File: src/hw/rtl/bsc_fifo.sv
// ----------------------------------------------------------------------------
// bsc_fifo: small register queue between front and back
// Fall-through read of the oldest entry; push is refused by the writer
// while full.
// ----------------------------------------------------------------------------
module bsc_fifo #(
  parameter int WIDTH = 8,
  parameter int DEPTH = 4
) (
  input  logic             clk,
  input  logic             rst,
  input  logic             push,
  input  logic [WIDTH-1:0] push_data,
  input  logic             pop,
  output logic [WIDTH-1:0] pop_data,
  output logic             full,
  output logic             empty
);

  localparam int PW = $clog2(DEPTH);
  localparam int CW = $clog2(DEPTH + 1);

  logic [WIDTH-1:0] mem [DEPTH];
  logic [PW-1:0]    wr_ptr;
  logic [PW-1:0]    rd_ptr;
  logic [CW-1:0]    count;

  assign full     = (count == CW'(DEPTH));
  assign empty    = (count == '0);
  assign pop_data = mem[rd_ptr];

  // Storage is written at the tail only.
  always_ff @(posedge clk) begin
    if (push) begin
      mem[wr_ptr] <= push_data;
    end
  end

  // Pointers and fill count.
  always_ff @(posedge clk) begin
    if (rst) begin
      wr_ptr <= '0;
      rd_ptr <= '0;
      count  <= '0;
    end else begin
      if (push) begin
        wr_ptr <= (wr_ptr == PW'(DEPTH - 1)) ? '0 : wr_ptr + 1'b1;
      end
      if (pop) begin
        rd_ptr <= (rd_ptr == PW'(DEPTH - 1)) ? '0 : rd_ptr + 1'b1;
      end
      if (push && !pop) begin
        count <= count + 1'b1;
      end else if (pop && !push) begin
        count <= count - 1'b1;
      end
    end
  end

endmodule

File: config.mk
export PLATFORM = sky130hd
export DESIGN_NAME = bsc_fifo
export DESIGN_NICKNAME = d
export VERILOG_FILES = /design/src/hw/rtl/bsc_fifo.sv
export SDC_FILE = /design/constraint.sdc
export NUM_CORES = 1
export LEC_CHECK = 0
export ABC_AREA = 1
export BUFFER_PORTS_ARGS = -buffer_cell sky130_fd_sc_hd__buf_2
export CORE_ASPECT_RATIO = 0.75
export CORE_UTILIZATION = 53
export CTS_BUF_LIST = sky130_fd_sc_hd__clkbuf_4
export DETAILED_ROUTE_END_ITERATION = 8
export PLACE_DENSITY_LB_ADDON = 0.25
export SLEW_MARGIN = 0
export SYNTH_ARGS = -nofsm -noshare
export SYNTH_HDL_FRONTEND = slang
export SYNTH_SLANG_ARGS = --single-unit
File: constraint.sdc
create_clock -name clk -period 1.2 [get_ports clk]
set_input_delay 0.24 -clock clk [delete_from_list [all_inputs] [get_ports clk]]
set_output_delay 0.24 -clock clk [all_outputs]
set_load 0.01 [all_outputs]
==> results by stage <==
Outcome:
- The flow ran to the end, but the final reports show violations.
- The checks that failed: negative setup slack.

Route:
- The total wirelength of the detailed-routed design is 3.43 mm.
- The number of DRC violations after detailed routing is 0.
- Across all layers, the routed design uses 1,142 vias.
- The number of DRC markers after the initial detailed-route iteration is 57.
- Dividing the detail-routed via count by the number of cells gives roughly 5.2.
- The post-detailed-route wirelength per cell is 15.7 um.
- The post-route antenna net violation count is 0.
- The count of TritonRoute iterations in the first routing pass is 5.

Hold path:
- For hold timing, the worst endpoint is mem[2][5].
- The hold path depth is 1.
- The worst min-delay path category is in -> reg.
- The startpoint of the worst hold path is push_data[5].

Synthesis:
- Summing every instance area after synthesis gives 1650 um2.
- After synthesis, the cell types taking the most area are sky130_fd_sc_hd__edfxtp_1, sky130_fd_sc_hd__dfxtp_1, sky130_fd_sc_hd__nor2_1, sky130_fd_sc_hd__ha_1, sky130_fd_sc_hd__o21ai_0.
- The synthesized netlist cell count is approximately 140.
- Averaged over all synthesized cells, the footprint is 12.2 um2.
- Synthesis instantiated 19 different standard cells from the library.
- The biggest area consumer among synthesized cells is sky130_fd_sc_hd__edfxtp_1.
- The Yosys warning count is 0.
- The share of the Yosys chip area taken by registers is between 60 and 70%.
- The area share of the largest cell type after synthesis is 58.2%.
- The number of flip-flops and latches in the synthesized netlist is 41.
- Synthesis produced a netlist with a net count of 154.

Floorplan:
- The area of the placeable core is 2960 um2.
- The I/O pin count is 22.
- The full die area is ~3300 um2.
- The floorplan has 17 rows.
- The die boundary height is 50.3 um.
- The initial core utilization is 55.9%.
- Measured along the x axis, the die boundary spans between 60 and 70 um.

Worst setup path:
- The arrival time at the worst endpoint is 1280 ps.
- The critical register-to-register path startpoint is count[1].
- The reg-to-reg endpoint is count[2].
- The data required time at the worst endpoint is 960 ps.
- The critical path startpoint category is a flip-flop.
- The depth of the worst register-to-register path is 8.
- The reg-to-reg setup timing slack is -170 ps.
- On the worst path, the slowest cell contributes a delay of approximately 400 ps.
- The critical path is of the reg -> out type.
- The critical-path cell with the highest stage delay is sky130_fd_sc_hd__dfxtp_4.
- The sort of element at the end of the critical path is an output port.
- The largest fanout of any net on the critical path is 5.
- Walking the worst path, the cells encountered are inv_6 -> clkbuf_16 -> nor2_2 -> o22ai_1 -> buf_2.

Pwr:
- The design draws 3.13 mW.
- The clock network fraction of design power is between 20% and 30%.
- The power density over the cells is 1390 nW/um2.
- The net switching share of the total power is around 25%.
- The internal power is 2.35 mW.
- Combinational logic is responsible for 18.3% of the overall power.
- Sequential cells burn between 50% and 60% of the power.
- The net load switching power is between 700 and 800 uW.
- Summed over all cells, the static leakage comes to 0.902 nW.
- The maximum resistive drop on vdd is just under 1 mV.

Final layout:
- The final-stage net count is 198.
- The total non-filler cell area in the finished layout is 2250 um2.
- The area added between synthesis and finish is 36.1%.
- The top cell types in the final layout, fill and taps aside, are sky130_fd_sc_hd__edfxtp_1, sky130_fd_sc_hd__buf_2, sky130_fd_sc_hd__nor2_1.
- The library cell used most frequently in the layout, excluding fill and tap cells, is sky130_fd_sc_hd__edfxtp_1.
- The fill cell instance count of the final layout is 199.
- The share of final-layout standard cells stronger than drive strength 1 is 47.8%.
- The area of combinational cells with multiple inputs is 557 um2.
- The number of antenna diodes is 0.
- The combined flip-flop and latch cell area is 1160 um2.

GRT:
- The first global-routing pass estimated about 5.2 mm of wire.
- The initial antenna violation count is 0.
- The maximum number of pins on one net before global-route repair is 14.
- For this run the aggregate overflow at the end of global routing stands at 0.
- For this run, the total global-route usage over all layers was measured as between 20% and 30%.
- The number of global-route vias before repair is ~1,100.

STA:
- Setup repair after global routing could not meet its margin everywhere.
- At the pin with the least slew margin, the transition time is 171 ps.
- After routing, the total negative slack on setup checks comes to -2880 ps.
- The max-slew headroom at the worst pin is 88.5%.
- The post-route clock skew is 14.1 ps.
- The worst path uses 127% of the clock period.
- The final count of hold timing violations came to 0.
- For this run, the top clock speed supported by timing is 0.657 GHz.
- Setup violations remaining at the end of the flow were counted as 12.
- The number of max-slew violations in the final report is 0.
- Final hold analysis gives a worst-case slack of 102 ps.
- The slack of the critical path is -322 ps.
- The worst path in the final design needs a cycle of between 1500 and 2000 ps, including I/O delays and setup.

Place:
- In this run the cell area measured after placement is 1950 um2.
- The final HPWL from detailed placement is 2.16 mm.
- The last weighted congestion value of the routability-driven placer is 0.805.
- The number of buffers added on ports is 21.

CTS:
- The clock tree buffer depth is 2.
- The number of H-tree levels is 2.
- TritonCTS built the clock tree.
- Buffers inserted during clock tree synthesis total 5.
- The clock net in this run drives a total of 41 sinks.
- Clock latency on the worst-skew pair, taken at its later pin, is ~340 ps.
- The tree is rooted in a sky130_fd_sc_hd__clkbuf_4.
- After clock tree synthesis, the clock-pin slew on the worst setup and hold paths is 120 ps.

Flow run:
- Max-cap violations in this run came to 0.
cells in the mapped netlist:
cell type	count
sky130_fd_sc_hd__nand4_1	1
sky130_fd_sc_hd__dfxtp_1	9
sky130_fd_sc_hd__a21oi_1	3
sky130_fd_sc_hd__o21ai_1	2
sky130_fd_sc_hd__xor2_1	1
sky130_fd_sc_hd__nor2_2	2
sky130_fd_sc_hd__nand3_1	1
sky130_fd_sc_hd__edfxtp_1	32
sky130_fd_sc_hd__o22ai_1	8
sky130_fd_sc_hd__o21ai_0	15
sky130_fd_sc_hd__o21ai_2	2
sky130_fd_sc_hd__nor3_1	4
sky130_fd_sc_hd__ha_1	6
sky130_fd_sc_hd__nand2_1	8
sky130_fd_sc_hd__nor2_1	22
sky130_fd_sc_hd__fa_1	1
sky130_fd_sc_hd__inv_1	15
sky130_fd_sc_hd__buf_6	2
sky130_fd_sc_hd__inv_2	1
power groups by stage:
stage	Sequential (mW)	Clock (mW)	Combinational [mW]
2_1_floorplan	1.68	0	0.237
3_3_place_gp	1.68	0	0.410
3_5_place_dp	1.69	0	0.432
4_1_cts	1.68	0.886	0.474
5_1_grt	1.69	0.935	0.623
6_report	1.69	0.873	0.572
per-stage QoR:
step                      util, %  cells  worst slack (ps)
after CTS                    71.0    216              -311
after detailed placement     66.0    206              -160
after global routing         76.0    218              -402
final                        76.0    218              -322
after global placement       66.0    206              -120
after floorplan                 -    135              1.53
layer usage:
layer / track usage (%) / part of all wire (%)
met4: 7.80 / 0.67
met5: 0 / 0
met1: 24.4 / 42
met2: 41.2 / 53
met3: 7.05 / 3.9
worst max path at each step:
stage	startpoint	endpoint	slack, ps	depth (start not counted)
after floorplan	pop	count[2]	2	10
after global placement	pop	count[2]	-120	11
after detailed placement	pop	count[2]	-160	11
after CTS	flip-flop	pop_data[7]	-310	5
after global routing	flip-flop	pop_data[1]	-400	4
final	flip-flop	pop_data[5]	-320	5
flip-flops by register name, indices dropped and copies added, names as in the netlist, named ones only:
register and cells:
rd_ptr 2, mem 32, wr_ptr 2, count 3
critical path: cells and delay by family, from the launching register on:
kind	cells	cell delay [ps]
compound gates	1	140
flops	1	390
buf+inv	3	390
simple gates	1	30
layout make-up:
type,instances,area share [%]
tap,38,2.11
sequential,41,51.6
multi-input combinational,76,24.8
clock buffer,6,2.00
clock inverter,2,1.56
timing repair buffer,39,14.9
inverter,16,3.01
kinds of logic after synthesis:
kind of cell / synth area share (%)
buffers and inverters: 5.00
adders and majority gates: 5.76
AOI/OAI and AO/OA: 10.2
xor gates and xnor gates: 0.530
DFF: 69.1
and+or+nand+nor: 9.47
what timing repair did:
item                       CTS  global route
setup endpoints to repair   12            22
pin swaps                    5             9
hold buffers                 0             0
gates cloned                 1             1
buffers inserted             1             1
gates resized for setup     29            36
(Power assumes the default switching activity.)
